`src/design/c3cd_pkg.sv`:
```
// Shared types, constants and helpers of the 3x3 convolution clamp/divide block.
package c3cd_pkg;

  localparam int unsigned PixW  = 8;
  localparam int unsigned RowW  = 24;
  localparam int unsigned PsumW = 20;
  localparam int unsigned DsumW = 12;
  localparam int unsigned MagW  = 11;
  localparam int unsigned CfgIdxW = 3;

  localparam logic [CfgIdxW-1:0] CfgWidth = 3'd0;
  localparam logic [CfgIdxW-1:0] CfgHeight = 3'd1;
  localparam logic [CfgIdxW-1:0] CfgKern0 = 3'd2;
  localparam logic [CfgIdxW-1:0] CfgKern1 = 3'd3;
  localparam logic [CfgIdxW-1:0] CfgKern2 = 3'd4;

  localparam logic [10:0]     WidthRst = 11'd1024;
  localparam logic [15:0]     HeightRst = 16'd1024;
  localparam logic [RowW-1:0] Kern0Rst = 24'd65280;
  localparam logic [RowW-1:0] Kern1Rst = 24'd16713215;
  localparam logic [RowW-1:0] Kern2Rst = 24'd65280;

  typedef logic signed [PsumW-1:0] psum_t;

  typedef struct packed {
    logic             start;
    logic [PixW-1:0]  dividend;
    logic [MagW-1:0]  divisor;
    logic             negate;
  } div_req_t;

  typedef struct packed {
    logic            done;
    logic [PixW-1:0] quotient;
  } div_rsp_t;

  function automatic logic signed [DsumW-1:0] row_coef_sum(input logic [RowW-1:0] row);
    logic signed [DsumW-1:0] acc;
    acc = DsumW'($signed(row[7:0])) + DsumW'($signed(row[15:8]))
        + DsumW'($signed(row[23:16]));
    return acc;
  endfunction

endpackage

```
`src/design/c3cd_row_cell.sv`:
```
// One window row: three taps, its coefficient products and the chained partial sum.
module c3cd_row_cell
  import c3cd_pkg::*;
(
  input  logic            clk_i,
  input  logic            rst_ni,
  input  logic            shift_i,
  input  logic [PixW-1:0] tap_i,
  input  logic [RowW-1:0] coef_i,
  input  logic            sum_i,
  input  psum_t           psum_i,
  output psum_t           psum_o
);

  logic [PixW-1:0] taps_q [3];
  psum_t           psum_q;
  psum_t           prod_sum;

  always_comb begin
    prod_sum = psum_t'($signed({1'b0, taps_q[0]}) * $signed(coef_i[7:0]))
             + psum_t'($signed({1'b0, taps_q[1]}) * $signed(coef_i[15:8]))
             + psum_t'($signed({1'b0, taps_q[2]}) * $signed(coef_i[23:16]));
  end

  always_ff @(posedge clk_i or negedge rst_ni) begin
    if (!rst_ni) begin
      taps_q[0] <= '0;
      taps_q[1] <= '0;
      taps_q[2] <= '0;
    end else if (shift_i) begin
      taps_q[0] <= taps_q[1];
      taps_q[1] <= taps_q[2];
      taps_q[2] <= tap_i;
    end
  end

  always_ff @(posedge clk_i) begin
    if (sum_i) begin
      psum_q <= psum_i + prod_sum;
    end
  end

  assign psum_o = psum_q;

endmodule

```
`config.mk`:
```
export PLATFORM = sky130hd
export DESIGN_NAME = c3cd_row_cell
export DESIGN_NICKNAME = d
export VERILOG_FILES = /design/src/design/c3cd_pkg.sv /design/src/design/c3cd_row_cell.sv
export SDC_FILE = /design/constraint.sdc
export NUM_CORES = 1
export LEC_CHECK = 0
export BUFFER_PORTS_ARGS = -buffer_cell sky130_fd_sc_hd__buf_4
export CAP_MARGIN = 5
export CORE_AREA = 2 2 158 160
export DETAILED_ROUTE_END_ITERATION = 6
export DIE_AREA = 0 0 160 162
export HOLD_SLACK_MARGIN = 0.03
export MAX_ROUTING_LAYER = met4
export SYNTH_ARGS = -nofsm -noshare
export SYNTH_HDL_FRONTEND = slang
export SYNTH_SLANG_ARGS = --single-unit
```
`constraint.sdc`:
```
create_clock -name clk_i -period 7.2 [get_ports clk_i]
set_input_delay 0.36 -clock clk_i [delete_from_list [all_inputs] [get_ports clk_i]]
set_output_delay 0.36 -clock clk_i [all_outputs]
set_load 0.02 [all_outputs]
```
### Word level (Yosys, flattened, before mapping)

Index checks and enable logic that the tools add are counted.

| operators by class | value |
|---|---|
| $add $sub $neg | 3 |
| $mul | 3 |

Operator list:

| cell | count |
|---|---|
| 9-bit by 8-bit multiplier with 17-bit output | 3 |
| 20-bit by 19-bit adder with 20-bit output | 1 |
| 18-bit by 17-bit adder with 19-bit output | 1 |
| 17-bit by 17-bit adder with 18-bit output | 1 |

| storage, ports and cells | value |
|---|---|
| bits in registers | 44 |
| input port bits | 56 |

### Logic depth before layout (Yosys ltp)

| logic depth | value |
|---|---|
| depth in word-level cells | 4 |
| gate-level depth with buffers | 24 |
| gate-level depth less buffers | 21 |

### Worst setup path after synthesis

Ideal clock, no wire load.

| path | value |
|---|---|
| path kind | register to register |
| start | reg taps_q[21] (netlist name) |
| end | reg psum_q[18] (netlist: psum_o[18]), data pin |
| data arrival time | 5.694 ns |
| path slack | 1.239 ns |
| cell stages (with the launch flop) | 21 |
| clock period less this slack | 5.961 ns |
| cell sequence | dfrtp_1 -> clkbuf_1 -> nand2_1 -> fa_1 -> inv_1 -> fa_1 -> inv_1 -> fa_1 -> fa_1 -> inv_1 -> fa_1 -> fa_1 -> inv_1 -> fa_1 -> inv_1 -> ha_1 -> a21o_1 -> a221oi_2 -> o211ai_2 -> a221oi_1 -> a211oi_1 |

| between the ends | value |
|---|---|
| word-level cells in the longest chain between the ends | 4 |

RTL lines:

| element | line | text |
|---|---|---|
| start, declared | c3cd_row_cell.sv:15 | `logic [PixW-1:0] taps_q [3];` |
| 9-bit by 8-bit multiplier with 17-bit output | c3cd_row_cell.sv:20 | `prod_sum = psum_t'($signed({1'b0, taps_q[0]}) * $signed(coef_i[7:0]))` |
| 17-bit by 17-bit adder with 18-bit output | c3cd_row_cell.sv:21 | `+ psum_t'($signed({1'b0, taps_q[1]}) * $signed(coef_i[15:8]))` |
| 18-bit by 17-bit adder with 19-bit output | c3cd_row_cell.sv:22 | `+ psum_t'($signed({1'b0, taps_q[2]}) * $signed(coef_i[23:16]));` |
| 20-bit by 19-bit adder with 20-bit output | c3cd_row_cell.sv:39 | `psum_q <= psum_i + prod_sum;` |
| end signal, assigned | c3cd_row_cell.sv:39 |  |
| end, declared | c3cd_row_cell.sv:16 | `psum_t psum_q;` |

No other way between the ends.
A chain may end at the register's enable or synchronous reset.

### Worst setup path after layout

| path | value |
|---|---|
| start | reg taps_q[20] (netlist name) |
| end | reg psum_q[18] (netlist: psum_o[18]), data pin |

Same word-level chain as after synthesis.

==> impl_results.md <==
* Outcome: completed
* Worst reg2reg setup slack at 860 ps
* Die width at 160 µm
* Crit path max fanout at 9
* Fin crit share at 0.881
* Diodes inserted at 0
* Antenna-violating nets left at 0
* Number of fill cells at 2404
* Max Clk Rate at 0.158 GHz
* Setup Total Neg Slack at 0 ps
* Worst path arrival time at 6400 ps
* Final Max Tran Viols at 0
* Initial drt markers at 207
* Overall Global Routing Usage at 0.184
* Syn Area/Cell at 9.82 µm²
* Critical path class: reg2reg
* Vias at 6407
* Max-Cap Viols at 0
* Critical Path, Cell by Cell: nand2_1 -> fa_1 -> inv_1 -> fa_1 -> inv_1 -> fa_1 -> fa_1 -> inv_1 -> fa_1 -> fa_1 -> inv_1 -> fa_1 -> inv_1 -> ha_1 -> a21o_1 -> a221oi_2 -> o211ai_2 -> a221oi_1 -> a211oi_1
* CP max stage delay at 580 ps
* Post-Syn Instances at 976
* Vias in the first global route at 6892
* Path depth of the worst reg2reg path at 19
* Reg clk slew, reported paths at 80 ps
* WP buf/inv at 5
* Yosys reg bits at 44
* Register area at approximately 1200 µm²
* Area of the multi-input gates at 7220 µm²
* Clock Sinks at 44
* Synth unique cells at 56
* Drt wl/cell at 15.7 µm
* FFs w/ async S/R, synth at 0.545
* Drc violations at 0
* CTS Buf Count at 5
* Post-synth top area share at 0.384
* Top post-synthesis cells by area: fa_1 38%, ha_1 16%, inv_1 11%
* CTS tree: yes
* Max_slew headroom at 0.692
* Root Buffer: clkbuf_16
* Initial Util at 0.398
* Main synth FF type: dfrtp_1
* Htree depth at 2
* Synthesis-to-layout area growth at 11.0%
* DR pass1 iterations at 4
* Remaining Overflow, GRT at 0
* Final Hold Fails at 0
* Clock Latency Late Sink at slightly above 300 ps
* Clock Skews at 10.5 ps
* Mapped cell area at ~9600 µm²
* First-pass GRT wire length at between 30000 and 40000 µm
* Hold path cells at 2
* Ports at 76
* Sequential share of the synthesized area at 0.125
* Number of flops mapped to enable cells by yosys at 20
* HP Class: in2reg
* FP Rows at 57
* Net Count, Synth at 1342
* Number of synthesis warnings at 0
* Routability-driven placement congestion ratio at 0.898
* RSZ-0062 raised after global routing: no
* Crit end category: flop
* Synth area leader: fa_1
* CP max stage cell: dfrtp_1
* Final HPWL DP at 18400 µm
* Critical path launch point type: flop
* CTS max path bufs at 2
* Initial antenna violation count at 0
* Critical path depth at 19
* Worst-Margin Slew at around 460 ps
* Final WL at 21400 µm
* Worst path most repeated cell: fa_1
* Nets at 1406
* Vias per cell at approximately 4.7
* Buffers added on ports at 75
* Full die area at 25900 µm²
* Largest net degree at the start of global routing at 25
* Min Tclk post-route at between 6000 and 7000 ps
* Core ar. at 24100 µm²
* Layout cells sized above 1 at 0.116
* Crit-path leading delay family: adder cells
* Die height at roughly 160 µm
* WP data required at between 7000 and 8000 ps
* Endpoints failing setup at 0
==> repair_timing <==
| item | in CTS | in global routing |
|---|---|---|
| hold buffers | 1 | 0 |
| resized for setup | 0 | 0 |
| buffers inserted | 0 | 0 |
| endpoints found under the hold margin | 24 | 0 |
==> flip-flops by register name, indices dropped and copies added, names as in the netlist <==
name / flops
taps_q: 24
psum_o: 20
==> worst paths after layout <==
check	from	endpoint
max	taps_q[20]	psum_o[18]
min	tap_i[4]	taps_q[4]
max reg2reg	taps_q[20]	psum_o[18]
min reg2reg	taps_q[7]	taps_q[7]
max in group asynchronous	rst_ni	taps_q[14]
min in group asynchronous	rst_ni	taps_q[19]
==> stage by stage <==
stage                     setup WS (ps)  hold slack, ps  std cells   util  cell area [µm²]
final                               857             284       1365  0.441            10600
after global routing                550             276       1365  0.441            10600
after CTS                           819             275       1365  0.441            10600
after detailed placement            830             308       1356  0.435            10500
after global placement              938             311       1356  0.435            10500
after floorplan                    1240            64.4        976      -             9580
==> per-layer routing <==
layer | GRT usage | wire, µm | part of all wire
met5 | - | 0 | 0
met4 | 0.0512 | 534 | 0.025
met3 | 0.0230 | 746 | 0.035
met2 | 0.319 | 11200 | 0.52
met1 | 0.229 | 8960 | 0.42
==> worst register-to-register path: cells and delay by family (launching register included) <==
kind                       cells  cell delay, ps
and+or+nand+nor                1             140
buffers and inverters          5             260
adders and majority gates      8            3830
AOI/OAI and AO/OA              5            1280
DFF                            1             580
==> area by class of cell <==
class / count / area share
Sequential cell: 44 / 0.113
Inverter: 286 / 0.101
Clock inverter: 3 / 0.00223
Multi-Input combinational cell: 625 / 0.679
Tap cell: 324 / 0.0381
Timing Repair Buffer: 78 / 0.0553
Clock buffer: 5 / 0.0118
==> cell families (layout without fill, tap and decap cells) <==
family                     after synthesis  in the layout  synth area share
AOI/OAI and AO/OA                       48             48            0.0383
muxes                                   24             24            0.0282
buffers and inverters                  307            372             0.121
adders and majority gates              310            310             0.549
and+or+nand+nor                        228            228             0.125
xor gates and xnor gates                15             15            0.0137
DFF                                     44             44             0.125
==> layout by cell type (no fill, tap or decap), drive strengths merged, types with 2 or more instances in the layout <==
master,instances
and3,3
dfrtp,24
a21oi,11
edfxtp,20
a211oi,2
clkinvlp,2
nor2,17
and2,100
o211ai,2
a221oi,2
nand2b,8
inv,286
nand2,77
a31oi,3
fa,184
clkbuf,5
nand3,7
buf,77
o21ai,10
mux2,24
nor2b,7
xnor2,10
a21o,5
ha,126
xor2,5
a31o,2
==> synthesized netlist by cell type, types with 7 or more instances <==
master / instances
a21oi_1: 10
and2_1: 99
clkbuf_1: 18
dfrtp_1: 24
edfxtp_1: 20
fa_1: 184
ha_1: 126
inv_1: 286
mux2_2: 24
nand2_1: 77
nand2b_1: 8
nand3_1: 7
nor2_1: 17
nor2b_1: 7
o21ai_0: 8
xnor2_1: 10
Power is left out: the tool's default activity adds up to more than one toggle a clock period on the data nets, which glitch-free logic cannot reach.
