## config.mk

```make
export PLATFORM = sky130hd
export DESIGN_NAME = c3cd_div
export DESIGN_NICKNAME = d
export VERILOG_FILES = /design/src/design/c3cd_pkg.sv /design/src/design/c3cd_div.sv
export SDC_FILE = /design/constraint.sdc
export NUM_CORES = 1
export LEC_CHECK = 0
export BUFFER_PORTS_ARGS = -buffer_cell sky130_fd_sc_hd__buf_4
export CORE_UTILIZATION = 50
export DETAILED_ROUTE_END_ITERATION = 12
export PLACE_DENSITY = 0.82
export SYNTH_ARGS = -nofsm -noshare
export SYNTH_HDL_FRONTEND = slang
export SYNTH_SLANG_ARGS = --single-unit
```

## constraint.sdc

```tcl
create_clock -name clk_i -period 4.7 [get_ports clk_i]
set_input_delay 0.47 -clock clk_i [delete_from_list [all_inputs] [get_ports clk_i]]
set_output_delay 0.47 -clock clk_i [all_outputs]
set_load 0.02 [all_outputs]
```

## src/design/c3cd_pkg.sv

```systemverilog
// Shared types, constants and helpers of the 3x3 convolution clamp/divide block.
package c3cd_pkg;

  localparam int unsigned PixW  = 8;
  localparam int unsigned RowW  = 24;
  localparam int unsigned PsumW = 20;
  localparam int unsigned DsumW = 12;
  localparam int unsigned MagW  = 11;
  localparam int unsigned CfgIdxW = 3;

  localparam logic [CfgIdxW-1:0] CfgWidth = 3'd0;
  localparam logic [CfgIdxW-1:0] CfgHeight = 3'd1;
  localparam logic [CfgIdxW-1:0] CfgKern0 = 3'd2;
  localparam logic [CfgIdxW-1:0] CfgKern1 = 3'd3;
  localparam logic [CfgIdxW-1:0] CfgKern2 = 3'd4;

  localparam logic [10:0]     WidthRst = 11'd1024;
  localparam logic [15:0]     HeightRst = 16'd1024;
  localparam logic [RowW-1:0] Kern0Rst = 24'd65280;
  localparam logic [RowW-1:0] Kern1Rst = 24'd16713215;
  localparam logic [RowW-1:0] Kern2Rst = 24'd65280;

  typedef logic signed [PsumW-1:0] psum_t;

  typedef struct packed {
    logic             start;
    logic [PixW-1:0]  dividend;
    logic [MagW-1:0]  divisor;
    logic             negate;
  } div_req_t;

  typedef struct packed {
    logic            done;
    logic [PixW-1:0] quotient;
  } div_rsp_t;

  function automatic logic signed [DsumW-1:0] row_coef_sum(input logic [RowW-1:0] row);
    logic signed [DsumW-1:0] acc;
    acc = DsumW'($signed(row[7:0])) + DsumW'($signed(row[15:8]))
        + DsumW'($signed(row[23:16]));
    return acc;
  endfunction

endpackage

```

## src/design/c3cd_div.sv

```systemverilog
// Iterative restoring divider, one quotient bit per cycle, signed result.
module c3cd_div
  import c3cd_pkg::*;
(
  input  logic     clk_i,
  input  logic     rst_ni,
  input  div_req_t req_i,
  output div_rsp_t rsp_o
);

  logic            busy_q;
  logic [2:0]      cnt_q;
  logic [PixW-1:0] num_q;
  logic [PixW-1:0] quo_q;
  logic [MagW:0]   rem_q;
  logic [MagW-1:0] den_q;
  logic            neg_q;
  logic            done_q;
  logic [MagW:0]   rem_sh;
  logic            fits;

  assign rem_sh = {rem_q[MagW-1:0], num_q[PixW-1]};
  assign fits   = rem_sh >= {1'b0, den_q};

  always_ff @(posedge clk_i or negedge rst_ni) begin
    if (!rst_ni) begin
      busy_q <= 1'b0;
      done_q <= 1'b0;
      cnt_q  <= '0;
    end else begin
      done_q <= 1'b0;
      if (req_i.start) begin
        busy_q <= 1'b1;
        cnt_q  <= '0;
      end else if (busy_q) begin
        cnt_q <= cnt_q + 3'd1;
        if (cnt_q == 3'd7) begin
          busy_q <= 1'b0;
          done_q <= 1'b1;
        end
      end
    end
  end

  always_ff @(posedge clk_i) begin
    if (req_i.start) begin
      num_q <= req_i.dividend;
      den_q <= req_i.divisor;
      neg_q <= req_i.negate;
      rem_q <= '0;
      quo_q <= '0;
    end else if (busy_q) begin
      num_q <= {num_q[PixW-2:0], 1'b0};
      rem_q <= fits ? rem_sh - {1'b0, den_q} : rem_sh;
      quo_q <= {quo_q[PixW-2:0], fits};
    end
  end

  assign rsp_o.done     = done_q;
  assign rsp_o.quotient = neg_q ? (~quo_q + 8'd1) : quo_q;

`ifndef SYNTHESIS
  a_start_idle: assert property (@(posedge clk_i) disable iff (!rst_ni)
    req_i.start |-> !busy_q) else $error("divider restarted while busy");
`endif

endmodule

```

* After elaboration in Yosys (flattened, before gate mapping)
Cells that the tools add are included.
** Word-level totals
- Register bits after elaboration :: 44
- Input port bits :: 23
- Word-level logic and storage cells :: 27
** Cells by class
- Add/subtract/negate cells :: 3
- Order comparisons :: 1
- Eq/ne operators :: 1
- Mux-type cells :: 12
- Bitwise gates (word level) :: 1
- Reductions and logical operators :: 1
** Operator list (number)
- $mux W8 :: 3
- $ge A12 B11 Y1 :: 1
- $mux W11 :: 1
- $sub A11 B11 Y11 :: 1
- $add A8 B1 Y8 const B :: 1
- $not A8 Y8 :: 1
- $mux W1 :: 6
- $mux W3 :: 2
- $add A3 B1 Y3 const B :: 1
- $eq A3 B3 Y1 const B :: 1
- $reduce_bool A2 Y1 :: 1

* Depth between registers and ports, before layout
Gate-level depths: netlist of run 1.
- Depth in word-level cells :: 4
- Depth in mapped cells :: 10
- Depth with buffers taken out :: 9

* Worst setup path after synthesis of run 1
OpenSTA, ideal clock, no wires.
- Path kind :: reg2reg
- Start :: reg num_q[7]
- End :: reg rem_q[0]
- Library setup time :: 0.091 ns
- Arrival :: 2.094 ns
- Path slack :: 2.515 ns
- Cell stages (with the launch flop) :: 11
- Path through :: edfxtp_1 > inv_1 > ha_1 > fa_1 > nand2b_2 > o2bb2ai_2 > a21oi_2 > o2111ai_1 > buf_2 > a21o_1 > a311oi_1
** Between the ends
- Longest elaborated chain between the ends :: 2
** Ends and longest elaborated chain
- start, declared :: RTL line c3cd_div.sv:13 : logic [PixW-1:0] num_q;
- start signal, assigned :: RTL line c3cd_div.sv:47 : num_q <= req_i.dividend;
- start signal, assigned :: RTL line c3cd_div.sv:53 : num_q <= {num_q[PixW-2:0], 1'b0};
- $sub A11 B11 Y11 / $ge A12 B11 Y1 (equally long branches) :: RTL line c3cd_div.sv:54, c3cd_div.sv:23
- $mux W11 * :: RTL line c3cd_div.sv:54 : rem_q <= fits ? rem_sh - {1'b0, den_q} : rem_sh;
- end signal, assigned :: RTL line c3cd_div.sv:54
- end, declared :: RTL line c3cd_div.sv:15 : logic [MagW:0] rem_q;
Mark *: on every way between the ends. The rest lies on a longest branch, timed or not.
A chain may end at the register's enable or synchronous reset.

* Final worst setup path of run 1
- Start :: reg den_q[9]
- End :: reg rem_q[5]
** Between the ends
- Longest elaborated chain between the ends :: 2
** Ends and longest elaborated chain
- start, declared :: RTL line c3cd_div.sv:16 : logic [MagW-1:0] den_q;
- start signal, assigned :: RTL line c3cd_div.sv:48 : den_q <= req_i.divisor;
- $ge A12 B11 Y1 :: RTL line c3cd_div.sv:23 : assign fits = rem_sh >= {1'b0, den_q};
- $mux W11 :: RTL line c3cd_div.sv:54
No other way between the ends.

==> metrics.txt, run 1 <==
# TYPE chip_impl_metric gauge
chip_impl_info{name="outcome",value="completed"} 1
chip_impl_info{name="setup_repair_after_global_routing_missed_its_margin",value="no"} 1
chip_impl_metric{name="combined_area_of_the_multi_input_logic_cells",unit="µm²"} 1250
chip_impl_info{name="critical_path.slowest_cell",value="sky130_fd_sc_hd__a211oi_1"} 1
chip_impl_metric{name="die_w",unit="µm"} 72.3
chip_impl_metric{name="clock_sink_count",unit=""} 44
chip_impl_metric{name="seq_power_share",unit=""} 0.370
chip_impl_metric{name="clk_pin_slew",unit="ps"} 90
chip_impl_info{name="startpoint_type",value="flop"} 1
chip_impl_metric{name="fin_crit",unit="ps"} 2740
chip_impl_metric{name="diodes",unit=""} 0
chip_impl_metric{name="routed_wl",unit="µm"} 4520
chip_impl_metric{name="critPathArrivalTime",unit="ps"} 2960
chip_impl_metric{name="drt.antenna.violating_nets",unit=""} 0
chip_impl_metric{name="grt_antenna_before_repair",unit=""} 0
chip_impl_metric{name="seqCellArea",unit="µm²"} 1110
chip_impl_metric{name="drt-pass1-iter-count",unit=""} 4
chip_impl_metric{name="power_density",unit="nW/µm²"} 495
chip_impl_metric{name="comb_power_share",unit=""} 0.440
chip_impl_metric{name="io-pin-count",unit=""} 32
chip_impl_metric{name="timing_hold_violations_final",unit=""} 0
chip_impl_metric{name="finalNetCount",unit=""} 307
chip_impl_info{name="timing.critical_path.mode_cell",value="sky130_fd_sc_hd__a211oi_1"} 1
chip_impl_metric{name="synth.ff_latch_count",unit=""} 44
chip_impl_metric{name="max_cap_viol_count",unit=""} 0
chip_impl_metric{name="portBuffers",unit=""} 31
chip_impl_metric{name="dr.first_iter.drc_count",unit=""} 133
chip_impl_metric{name="wl_met2",unit="µm"} 2100
chip_impl_info{name="highest_count_cells_in_the_layout_ignoring_fill_and_taps",value="32 x sky130_fd_sc_hd__buf_4, 28 x sky130_fd_sc_hd__nor2_1, 20 x sky130_fd_sc_hd__edfxtp_1, 19 x sky130_fd_sc_hd__dfxtp_1, 15 x sky130_fd_sc_hd__inv_1"} 1
chip_impl_info{name="cts.root.buffer_cell",value="sky130_fd_sc_hd__clkbuf_8"} 1
chip_impl_metric{name="synthArstFlopShare",unit=""} 0.114
chip_impl_metric{name="postCtsSetupBuffers",unit=""} 0
chip_impl_metric{name="p_sw",unit="µW"} 527
chip_impl_metric{name="synth-warning-count",unit=""} 0
chip_impl_metric{name="power.internal",unit="µW"} 884
chip_impl_metric{name="num_rows",unit=""} 25
chip_impl_metric{name="portion_of_the_clock_cycle_consumed_by_the_worst_path_in_the_final_layout",unit=""} 0.584
chip_impl_metric{name="utilization",unit=""} 0.600
chip_impl_metric{name="clockBufferDepth",unit=""} 2
chip_impl_metric{name="place_hpwl",unit="µm"} 3140
chip_impl_metric{name="synth_edf_count",unit=""} 20
chip_impl_metric{name="routability_congestion_estimate_from_global_placement",unit=""} 0.876
chip_impl_metric{name="final.setup_skew",unit="ps"} 11.7
chip_impl_metric{name="grt_overflow",unit=""} 0
chip_impl_metric{name="global_route_wire_length_before_repair",unit="µm"} 7460
chip_impl_metric{name="layout-drive-gt1-share",unit=""} 0.211
chip_impl_metric{name="worst_slew_pin_slew",unit="ps"} 1260
chip_impl_metric{name="crit_fanout",unit=""} 11
chip_impl_info{name="tritoncts",value="built"} 1
chip_impl_metric{name="die_area",unit="µm²"} 5230
chip_impl_metric{name="setup-tns-final",unit="ps"} 0
chip_impl_metric{name="report.power.total",unit="mW"} 1.41
chip_impl_metric{name="synthesis.area",unit="µm²"} 2470
chip_impl_metric{name="wire_length_the_detailed_router_placed_on_met1",unit="µm"} 2120
chip_impl_metric{name="detailedPlace.worstSlack",unit="ps"} 2080
chip_impl_metric{name="core_region_area",unit="µm²"} 4750
chip_impl_info{name="min_path_type",value="input port to flop"} 1
chip_impl_metric{name="initial_standard_cell_utilization_of_the_core",unit=""} 0.520
chip_impl_metric{name="routed-via-count",unit=""} 1858
chip_impl_metric{name="syn_nets",unit=""} 280
chip_impl_metric{name="power_switching_share",unit=""} 0.374
chip_impl_metric{name="yosys.cell_types.count",unit=""} 51
chip_impl_info{name="uppermost_signal_routing_layer_after_detailed_routing",value="met4"} 1
chip_impl_metric{name="syn_inst",unit=""} 242
chip_impl_info{name="timing.critical_path.to_type",value="flop"} 1
chip_impl_metric{name="dr_wl_met3",unit="µm"} 214
chip_impl_metric{name="worst_skew_pair.late_latency",unit="ps"} 310
chip_impl_metric{name="grt_pass1_vias",unit=""} 1656
chip_impl_metric{name="grt.total_usage",unit=""} 0.187
chip_impl_metric{name="leakagePower",unit="nW"} 1.25
chip_impl_metric{name="clock.fmax",unit="GHz"} 0.364
chip_impl_metric{name="slew_viol_final",unit=""} 0
chip_impl_metric{name="h-tree-depth",unit=""} 2
chip_impl_metric{name="n_fill_cell",unit=""} 419
chip_impl_metric{name="relSlewSlack",unit=""} 0.154
chip_impl_metric{name="drt_drc_violations_left",unit=""} 0
chip_impl_metric{name="cts_buffers",unit=""} 5
chip_impl_metric{name="max-vdd-ir-drop",unit="V"} 0.000252
chip_impl_metric{name="pwr-share-clk",unit=""} 0.190
chip_impl_metric{name="vias_per_cell",unit=""} 5.51
chip_impl_metric{name="die_height",unit="µm"} 72.3
chip_impl_metric{name="synth_seq_area_share",unit=""} 0.447
chip_impl_metric{name="fin_hold_ws",unit="ps"} 334
chip_impl_info{name="most_common_cell_after_layout_fill_and_taps_aside",value="sky130_fd_sc_hd__buf_4"} 1
chip_impl_metric{name="crit_required",unit="ps"} 4920
chip_impl_info{name="postSynth.topFlopCell",value="sky130_fd_sc_hd__edfxtp_1"} 1
chip_impl_metric{name="final_critical_path_setup_slack",unit="ps"} 1960
chip_impl_metric{name="area_growth_syn_to_layout",unit="%"} 15.3
chip_impl_metric{name="grt_max_degree",unit=""} 48
chip_impl_info{name="cp_cell_sequence",value="inv_1 > ha_1 > a21o_1 > a211oi_1 > a21boi_0 > a211oi_1"} 1
chip_impl_metric{name="detail_route.wl_per_cell",unit="µm"} 13.4
chip_impl_metric{name="max_stage_delay",unit="ps"} 1040
chip_impl_metric{name="avgSynthCellArea",unit="µm²"} 10.2
chip_impl_info{name="critical_path_class",value="flop to flop"} 1
chip_impl_metric{name="setup-violations-final",unit=""} 0
==> cell usage after synthesis, types with 2 or more instances <==
| library cell | instances | area, µm² |
|---|---|---|
| sky130_fd_sc_hd__a311oi_1 | 8 | 70.1 |
| sky130_fd_sc_hd__o2111ai_1 | 2 | 17.5 |
| sky130_fd_sc_hd__nand4_1 | 2 | 12.5 |
| sky130_fd_sc_hd__o31ai_1 | 3 | 22.5 |
| sky130_fd_sc_hd__buf_4 | 2 | 15.0 |
| sky130_fd_sc_hd__or3_1 | 2 | 12.5 |
| sky130_fd_sc_hd__nand3_1 | 8 | 40.0 |
| sky130_fd_sc_hd__nor3_1 | 2 | 10.0 |
| sky130_fd_sc_hd__mux2i_1 | 9 | 90.1 |
| sky130_fd_sc_hd__xnor2_1 | 10 | 87.6 |
| sky130_fd_sc_hd__clkbuf_1 | 4 | 15.0 |
| sky130_fd_sc_hd__dfrtp_1 | 5 | 125 |
| sky130_fd_sc_hd__buf_1 | 2 | 7.51 |
| sky130_fd_sc_hd__nor4b_1 | 2 | 17.5 |
| sky130_fd_sc_hd__ha_1 | 14 | 175 |
| sky130_fd_sc_hd__xor2_1 | 3 | 26.3 |
| sky130_fd_sc_hd__buf_2 | 5 | 25.0 |
| sky130_fd_sc_hd__nor2_1 | 28 | 105 |
| sky130_fd_sc_hd__a211oi_1 | 4 | 30.0 |
| sky130_fd_sc_hd__a211o_1 | 2 | 17.5 |
| sky130_fd_sc_hd__a21boi_0 | 3 | 22.5 |
| sky130_fd_sc_hd__dfxtp_1 | 19 | 380 |
| sky130_fd_sc_hd__a21oi_1 | 5 | 25.0 |
| sky130_fd_sc_hd__nand2b_1 | 6 | 37.5 |
| sky130_fd_sc_hd__inv_1 | 15 | 56.3 |
| sky130_fd_sc_hd__o21ai_0 | 12 | 60.1 |
| sky130_fd_sc_hd__nand2_1 | 10 | 37.5 |
| sky130_fd_sc_hd__nor2b_1 | 2 | 12.5 |
| sky130_fd_sc_hd__edfxtp_1 | 20 | 601 |
| sky130_fd_sc_hd__a21o_1 | 3 | 22.5 |
| sky130_fd_sc_hd__mux2_2 | 7 | 78.8 |
| sky130_fd_sc_hd__o21a_1 | 2 | 15.0 |
| sky130_fd_sc_hd__o21bai_1 | 3 | 22.5 |
==> kinds of logic (layout without fill, tap and decap cells) <==
logic type	after synthesis	in the layout	share of synthesized area
adders and majority gates	15	15	0.0789
xor gates and xnor gates	13	13	0.0460
AOI/OAI and AO/OA	55	55	0.167
and+or+nand+nor	71	71	0.144
DFF	44	44	0.447
buffers and inverters	28	56	0.0480
muxes	16	16	0.0683
==> critical path: cells and delay by family (launching register included) <==
kind            cells  cell delay, ps
compound gates      4            1920
fa+ha+maj           1             370
buf+inv             1              40
flops               1             330
==> per-stage QoR <==
stage                     instances  area (µm²)
after floorplan                 242        2470
after global placement          328        2740
after detailed placement        328        2740
after CTS                       337        2850
after global routing            337        2850
final                           337        2850
==> per-layer routing <==
metal | vias to the layer above | GRT usage
li1 | 929 | -
met1 | 870 | 0.238
met2 | 53 | 0.309
met3 | 6 | 0.0375
met4 | 0 | 0.0784
met5 | - | 0
==> flip-flops by register name (all words and copies together) (netlist names) <==
register  count
busy_q        1
cnt_q         3
den_q        11
done_q        1
neg_q         1
num_q         8
quo_q         8
rem_q        11
==> power by group through the flow <==
stage          Sequential [mW]  Combinational (mW)  Clock (mW)
6_report                 0.523               0.621       0.267
5_1_grt                  0.531               0.685       0.284
4_1_cts                  0.522               0.618       0.275
3_5_place_dp             0.530               0.613           0
3_3_place_gp             0.527               0.600           0
2_1_floorplan            0.512               0.485           0
==> cell type report <==
class                           instances  area share
Sequential cell                        44       0.388
Inverter                               15      0.0197
Tap cell                               67      0.0294
Clock buffer                            6      0.0329
Clock inverter                          2     0.00439
Multi-Input combinational cell        170       0.438
Timing Repair Buffer                   33      0.0878
==> final timing paths <==
kind | slack (ps) | startpoint | to | cells after the start
min reg2reg | 510 | rem_q[10] | rem_q[10] | 2
max in group asynchronous | 4090 | rst_ni | cnt_q[2] | 2
max | 1960 | den_q[9] | rem_q[5] | 6
min | 330 | req_i[0] | neg_q | 1
max reg2reg | 1960 | den_q[9] | rem_q[5] | 6
min in group asynchronous | 500 | rst_ni | cnt_q[0] | 2
==> timing repair <==
| item | CTS | global route |
|---|---|---|
| hold buffers | 1 | 0 |
| resized for setup | 0 | 0 |
| endpoints found under the hold margin | 5 | 0 |
| setup endpoints to repair | 0 | 0 |
No activity file was read; power rests on OpenSTA's default activity.
==> run 2: changes to the inputs <==
clock period = 2.85 ns   (was 4.7 ns; I/O delays follow)
==> metrics.txt, run 2 (synthesis results as in run 1) <==
# TYPE chip_impl_metric gauge
chip_impl_metric{name="critPathArrivalTime",unit="ps"} 2640
chip_impl_metric{name="max_stage_delay",unit="ps"} 410
chip_impl_info{name="outcome",value="completed"} 1
chip_impl_info{name="critical_path.slowest_cell",value="sky130_fd_sc_hd__fa_1"} 1
chip_impl_metric{name="diodes",unit=""} 0
chip_impl_metric{name="portion_of_the_clock_cycle_consumed_by_the_worst_path_in_the_final_layout",unit=""} 0.872
chip_impl_info{name="critical_path_class",value="flop to flop"} 1
chip_impl_metric{name="clock.fmax",unit="GHz"} 0.402
chip_impl_metric{name="setup-violations-final",unit=""} 0
chip_impl_metric{name="combined_area_of_the_multi_input_logic_cells",unit="µm²"} 1250
chip_impl_metric{name="dr.first_iter.drc_count",unit=""} 67
chip_impl_metric{name="slew_viol_final",unit=""} 0
chip_impl_metric{name="die_area",unit="µm²"} 5230
chip_impl_metric{name="utilization",unit=""} 0.601
chip_impl_metric{name="grt_antenna_before_repair",unit=""} 0
chip_impl_metric{name="pwr-share-clk",unit=""} 0.158
chip_impl_info{name="cp_cell_sequence",value="inv_1 > ha_1 > fa_1 > nand2b_2 > o2bb2ai_2 > a21oi_2 > o2111ai_1 > buf_4 > a21boi_0 > a211oi_1"} 1
chip_impl_metric{name="area_growth_syn_to_layout",unit="%"} 15.5
chip_impl_metric{name="grt_overflow",unit=""} 0
chip_impl_metric{name="place_hpwl",unit="µm"} 3180
chip_impl_metric{name="drt.antenna.violating_nets",unit=""} 0
chip_impl_metric{name="timing_hold_violations_final",unit=""} 0
chip_impl_info{name="tritoncts",value="built"} 1
chip_impl_metric{name="core_region_area",unit="µm²"} 4750
chip_impl_info{name="min_path_type",value="input port to flop"} 1
chip_impl_metric{name="detail_route.wl_per_cell",unit="µm"} 13.0
chip_impl_metric{name="grtUsageMet2",unit=""} 0.324
chip_impl_metric{name="grt.total_usage",unit=""} 0.187
chip_impl_metric{name="finalNetCount",unit=""} 311
chip_impl_metric{name="vias_per_cell",unit=""} 5.35
chip_impl_metric{name="layout-drive-gt1-share",unit=""} 0.215
chip_impl_metric{name="power_switching_share",unit=""} 0.374
chip_impl_metric{name="grt_pass1_vias",unit=""} 1757
chip_impl_metric{name="leakagePower",unit="nW"} 1.26
chip_impl_metric{name="power.internal",unit="mW"} 1.42
chip_impl_metric{name="io-pin-count",unit=""} 32
chip_impl_metric{name="seq_power_share",unit=""} 0.377
chip_impl_metric{name="clk_pin_slew",unit="ps"} 70
chip_impl_metric{name="worst_skew_pair.late_latency",unit="ps"} 290
chip_impl_metric{name="die_height",unit="µm"} 72.3
chip_impl_metric{name="comb_power_share",unit=""} 0.464
chip_impl_metric{name="fin_crit",unit="ps"} 2480
chip_impl_metric{name="drt-pass1-iter-count",unit=""} 4
chip_impl_metric{name="grt_max_degree",unit=""} 48
chip_impl_metric{name="groute.layer.met1.usage",unit=""} 0.232
chip_impl_info{name="cts.root.buffer_cell",value="sky130_fd_sc_hd__clkbuf_8"} 1
chip_impl_info{name="timing.critical_path.to_type",value="flop"} 1
chip_impl_metric{name="setup-tns-final",unit="ps"} 0
chip_impl_metric{name="drt_drc_violations_left",unit=""} 0
chip_impl_info{name="most_common_cell_after_layout_fill_and_taps_aside",value="sky130_fd_sc_hd__buf_4"} 1
chip_impl_metric{name="p_sw",unit="µW"} 848
chip_impl_info{name="startpoint_type",value="flop"} 1
chip_impl_metric{name="report.power.total",unit="mW"} 2.27
chip_impl_metric{name="initial_standard_cell_utilization_of_the_core",unit=""} 0.520
chip_impl_metric{name="power_density",unit="nW/µm²"} 795
chip_impl_metric{name="routability_congestion_estimate_from_global_placement",unit=""} 0.821
chip_impl_metric{name="routed_wl",unit="µm"} 4450
chip_impl_metric{name="relSlewSlack",unit=""} 0.659
chip_impl_metric{name="crit_fanout",unit=""} 6
chip_impl_metric{name="cts_buffers",unit=""} 5
chip_impl_metric{name="clockBufferDepth",unit=""} 2
chip_impl_metric{name="final.setup_skew",unit="ps"} 4.47
chip_impl_metric{name="global_route_wire_length_before_repair",unit="µm"} 7660
chip_impl_info{name="highest_count_cells_in_the_layout_ignoring_fill_and_taps",value="36 x sky130_fd_sc_hd__buf_4, 28 x sky130_fd_sc_hd__nor2_1, 20 x sky130_fd_sc_hd__edfxtp_1, 19 x sky130_fd_sc_hd__dfxtp_1, 15 x sky130_fd_sc_hd__inv_1"} 1
chip_impl_metric{name="fin_hold_ws",unit="ps"} 168
chip_impl_info{name="largestRegisters",value="den_q x11, rem_q x11"} 1
chip_impl_metric{name="die_w",unit="µm"} 72.3
chip_impl_metric{name="worst_slew_pin_slew",unit="ps"} 512
chip_impl_metric{name="h-tree-depth",unit=""} 2
chip_impl_metric{name="globalRouteMet3Util",unit=""} 0.0347
chip_impl_info{name="setup_repair_after_global_routing_missed_its_margin",value="no"} 1
chip_impl_metric{name="clock_sink_count",unit=""} 44
chip_impl_metric{name="portBuffers",unit=""} 31
chip_impl_info{name="top_usage_layer",value="met2"} 1
chip_impl_metric{name="postCtsSetupBuffers",unit=""} 0
chip_impl_metric{name="seqCellArea",unit="µm²"} 1110
chip_impl_metric{name="n_fill_cell",unit=""} 441
chip_impl_metric{name="crit_required",unit="ps"} 3000
chip_impl_metric{name="num_rows",unit=""} 25
chip_impl_metric{name="max-vdd-ir-drop",unit="V"} 0.000439
chip_impl_metric{name="max_cap_viol_count",unit=""} 0
chip_impl_metric{name="routed-via-count",unit=""} 1824
## run 2: cell types whose count changed in the layout (fill, tap and decap cells not counted), sizes merged
| cell | previous run | this run |
|---|---|---|
| clkbuf | 6 | 7 |
| buf | 32 | 36 |
| clkinvlp | 1 | 0 |
## run 2: path summary, 6_finish.rpt
check                            endpoint  slack [ps]  depth (start not counted)       from
worst max register to register   rem_q[6]         370                         10   num_q[7]
worst min-delay path             den_q[0]         170                          1   req_i[1]
max in group asynchronous        cnt_q[0]        2410                          2     rst_ni
worst min register to register  rem_q[10]         510                          2  rem_q[10]
worst max-delay path             rem_q[6]         370                         10   num_q[7]
min in group asynchronous          done_q         330                          2     rst_ni
## run 2: area by class of cell
class / count / share of cell area
flip-flops and latches: 44 / 0.387
well taps: 67 / 0.0293
clock buffers: 7 / 0.0267
inverters: 15 / 0.0197
clock inverters: 1 / 0.00175
multi-input cells: 170 / 0.437
repair buffers: 37 / 0.0981
## run 2: metal layers
metal  wire (µm)  vias to the layer above
met2        2130                       33
met5           0                        -
met1        2130                      848
met3         126                        6
met4          61                        0
li1            -                      937
## run 2: worst max-delay path: cells and delay by family (launching register included)
family                   cells  cell delay, ps
AO/OA/AOI/OAI                5             910
flip-flops                   1             350
adder cells (fa/ha/maj)      2             630
buffers and inverters        2             250
AND/OR/NAND/NOR              1             210
## run 2: what timing repair did
action,in CTS,in global routing
endpoints found under the hold margin,5,0
hold buffers,1,0
gates resized for setup,0,0
## run 2: metrics by stage
step	instance area, µm²	std cells	setup slack (ps)
floorplan	2470	242	665
global placement	2770	332	517
detailed placement	2770	332	427
CTS	2860	341	395
global route	2860	341	292
finish	2860	341	365
## run 2: power groups by stage
stage          logic [mW]  clock network [mW]  registers (mW)
2_1_floorplan       0.801                   0           0.844
3_3_place_gp         1.01                   0           0.867
3_5_place_dp         1.04                   0           0.870
4_1_cts              1.05               0.375           0.856
5_1_grt              1.17               0.401           0.872
6_report             1.05               0.360           0.856
==> run 3: changes to the inputs <==
REMOVE_ABC_BUFFERS = 1   (was default)
==> metrics.txt, run 3 (synthesis results as in run 1) <==
# TYPE chip_impl_metric gauge
chip_impl_metric{name="routed-via-count",unit=""} 1863
chip_impl_info{name="highest_count_cells_in_the_layout_ignoring_fill_and_taps",value="36 x sky130_fd_sc_hd__buf_4, 28 x sky130_fd_sc_hd__nor2_1, 20 x sky130_fd_sc_hd__edfxtp_1, 19 x sky130_fd_sc_hd__dfxtp_1, 15 x sky130_fd_sc_hd__inv_1"} 1
chip_impl_metric{name="max_stage_delay",unit="ps"} 390
chip_impl_metric{name="h-tree-depth",unit=""} 2
chip_impl_metric{name="portBuffers",unit=""} 31
chip_impl_metric{name="relSlewSlack",unit=""} 0.616
chip_impl_metric{name="grt_overflow",unit=""} 0
chip_impl_info{name="setup_repair_after_global_routing_missed_its_margin",value="no"} 1
chip_impl_metric{name="total_placed_instance_area",unit="µm²"} 2770
chip_impl_metric{name="max-vdd-ir-drop",unit="V"} 0.000353
chip_impl_metric{name="setup-tns-final",unit="ps"} 0
chip_impl_metric{name="cell_count_after_placement",unit=""} 332
chip_impl_metric{name="fin_crit",unit="ps"} 2390
chip_impl_metric{name="initial_standard_cell_utilization_of_the_core",unit=""} 0.520
chip_impl_metric{name="setup-violations-final",unit=""} 0
chip_impl_info{name="outcome",value="completed"} 1
chip_impl_metric{name="detail_route.wl_per_cell",unit="µm"} 13.2
chip_impl_metric{name="grt.total_usage",unit=""} 0.187
chip_impl_metric{name="reg2regPathDepth",unit=""} 10
chip_impl_metric{name="finish.instance_area",unit="µm²"} 2890
chip_impl_metric{name="grt_antenna_before_repair",unit=""} 0
chip_impl_metric{name="area_growth_syn_to_layout",unit="%"} 16.9
chip_impl_metric{name="layout-drive-gt1-share",unit=""} 0.223
chip_impl_metric{name="routability_congestion_estimate_from_global_placement",unit=""} 0.916
chip_impl_metric{name="portion_of_the_clock_cycle_consumed_by_the_worst_path_in_the_final_layout",unit=""} 0.840
chip_impl_metric{name="timing_hold_violations_final",unit=""} 0
chip_impl_metric{name="drt-pass1-iter-count",unit=""} 4
chip_impl_info{name="tritoncts",value="built"} 1
chip_impl_metric{name="worst_hold_depth",unit=""} 1
chip_impl_metric{name="report.power.total",unit="mW"} 2.37
chip_impl_metric{name="routed_wl",unit="µm"} 4500
chip_impl_metric{name="register_to_register_setup_slack",unit="ps"} 460
chip_impl_metric{name="finalNetCount",unit=""} 311
chip_impl_metric{name="clock_sink_count",unit=""} 44
chip_impl_info{name="largestRegisters",value="den_q x11, rem_q x11"} 1
chip_impl_info{name="cp_cell_sequence",value="inv_1 > ha_1 > fa_1 > nand2b_2 > o2bb2ai_2 > a21oi_2 > o2111ai_1 > buf_4 > a211o_1 > a311oi_1"} 1
chip_impl_metric{name="die_height",unit="µm"} 72.3
chip_impl_metric{name="core_region_area",unit="µm²"} 4750
chip_impl_metric{name="max_cap_viol_count",unit=""} 0
chip_impl_info{name="critical_path.slowest_cell",value="sky130_fd_sc_hd__fa_1"} 1
chip_impl_info{name="min_path_type",value="input port to flop"} 1
chip_impl_metric{name="grt_max_degree",unit=""} 48
chip_impl_metric{name="detailedPlace.worstSlack",unit="ps"} 470
chip_impl_metric{name="place_hpwl",unit="µm"} 3220
chip_impl_info{name="most_common_cell_after_layout_fill_and_taps_aside",value="sky130_fd_sc_hd__buf_4"} 1
chip_impl_metric{name="dr.first_iter.drc_count",unit=""} 83
chip_impl_metric{name="clk_pin_slew",unit="ps"} 80
chip_impl_metric{name="postCtsSetupBuffers",unit=""} 0
chip_impl_metric{name="critPathArrivalTime",unit="ps"} 2610
chip_impl_metric{name="crit_required",unit="ps"} 3070
chip_impl_metric{name="io-pin-count",unit=""} 32
chip_impl_metric{name="n_fill_cell",unit=""} 439
chip_impl_metric{name="die_area",unit="µm²"} 5230
chip_impl_info{name="timing.critical_path.to_type",value="flop"} 1
chip_impl_info{name="cts.root.buffer_cell",value="sky130_fd_sc_hd__clkbuf_8"} 1
chip_impl_metric{name="slew_viol_final",unit=""} 0
chip_impl_metric{name="worst_skew_pair.late_latency",unit="ps"} 300
chip_impl_metric{name="drt.antenna.violating_nets",unit=""} 0
chip_impl_info{name="critical_path_class",value="flop to flop"} 1
chip_impl_metric{name="power_density",unit="nW/µm²"} 820
chip_impl_metric{name="drt_drc_violations_left",unit=""} 0
chip_impl_metric{name="fin_hold_ws",unit="ps"} 153
chip_impl_metric{name="final_critical_path_setup_slack",unit="ps"} 456
chip_impl_metric{name="die_w",unit="µm"} 72.3
chip_impl_metric{name="cts_buffers",unit=""} 5
chip_impl_metric{name="instances_no_fill",unit=""} 341
chip_impl_metric{name="vias_per_cell",unit=""} 5.46
chip_impl_metric{name="leakagePower",unit="nW"} 1.27
chip_impl_metric{name="worst_slew_pin_slew",unit="ps"} 576
chip_impl_metric{name="global_route_wire_length_before_repair",unit="µm"} 7570
chip_impl_metric{name="final.setup_skew",unit="ps"} 6.97
chip_impl_metric{name="clock.fmax",unit="GHz"} 0.418
chip_impl_info{name="startpoint_type",value="flop"} 1
chip_impl_metric{name="diodes",unit=""} 0
chip_impl_metric{name="grt_pass1_vias",unit=""} 1716
chip_impl_metric{name="num_rows",unit=""} 25
chip_impl_metric{name="crit_fanout",unit=""} 6
chip_impl_metric{name="clockBufferDepth",unit=""} 2
chip_impl_metric{name="utilization",unit=""} 0.608
run 3: changes by cell type in the layout (fill, tap and decap cells not counted), sizes merged:
cell    before  now
clkbuf       7    5
bufinv       0    1
clkinv       1    2
run 3: repair_timing:
item | CTS | global route
hold endpoints to repair | 5 | 0
hold buffers | 1 | 0
resized for setup | 0 | 0
run 3: layer usage:
| layer | global-route usage | vias to the layer above | part of all wire |
|---|---|---|---|
| met5 | 0 | - | 0 |
| met2 | 0.299 | 35 | 0.48 |
| met4 | 0.0719 | 0 | 0.014 |
| li1 | - | 936 | - |
| met3 | 0.0486 | 4 | 0.032 |
| met1 | 0.244 | 888 | 0.47 |
run 3: final timing paths:
kind / end / from
min reg2reg: rem_q[10] / rem_q[10]
min: den_q[6] / req_i[7]
max: rem_q[10] / num_q[7]
min in group asynchronous: cnt_q[0] / rst_ni
max in group asynchronous: cnt_q[2] / rst_ni
max reg2reg: rem_q[10] / num_q[7]
run 3: where the power goes:
group / switching (mW) / internal [mW]
registers: 0.0857 / 0.770
logic: 0.555 / 0.477
clock network: 0.221 / 0.264
run 3: critical path, delay by kind of cell (launching register included):
kind | cells | cell delay (ps)
adder cells (fa/ha/maj) | 2 | 610
flip-flops | 1 | 350
buffers and inverters | 2 | 250
AO/OA/AOI/OAI | 5 | 910
AND/OR/NAND/NOR | 1 | 210
run 3: area by class of cell:
| class | count | area, µm² | share of cell area |
|---|---|---|---|
| multi-input combinational | 170 | 1250 | 0.432 |
| sequential | 44 | 1110 | 0.383 |
| timing repair buffer | 37 | 280 | 0.0969 |
| tap | 67 | 83.8 | 0.0290 |
| clock buffer | 5 | 68.8 | 0.0238 |
| inverter | 15 | 56.3 | 0.0195 |
| clock inverter | 3 | 47.5 | 0.0164 |
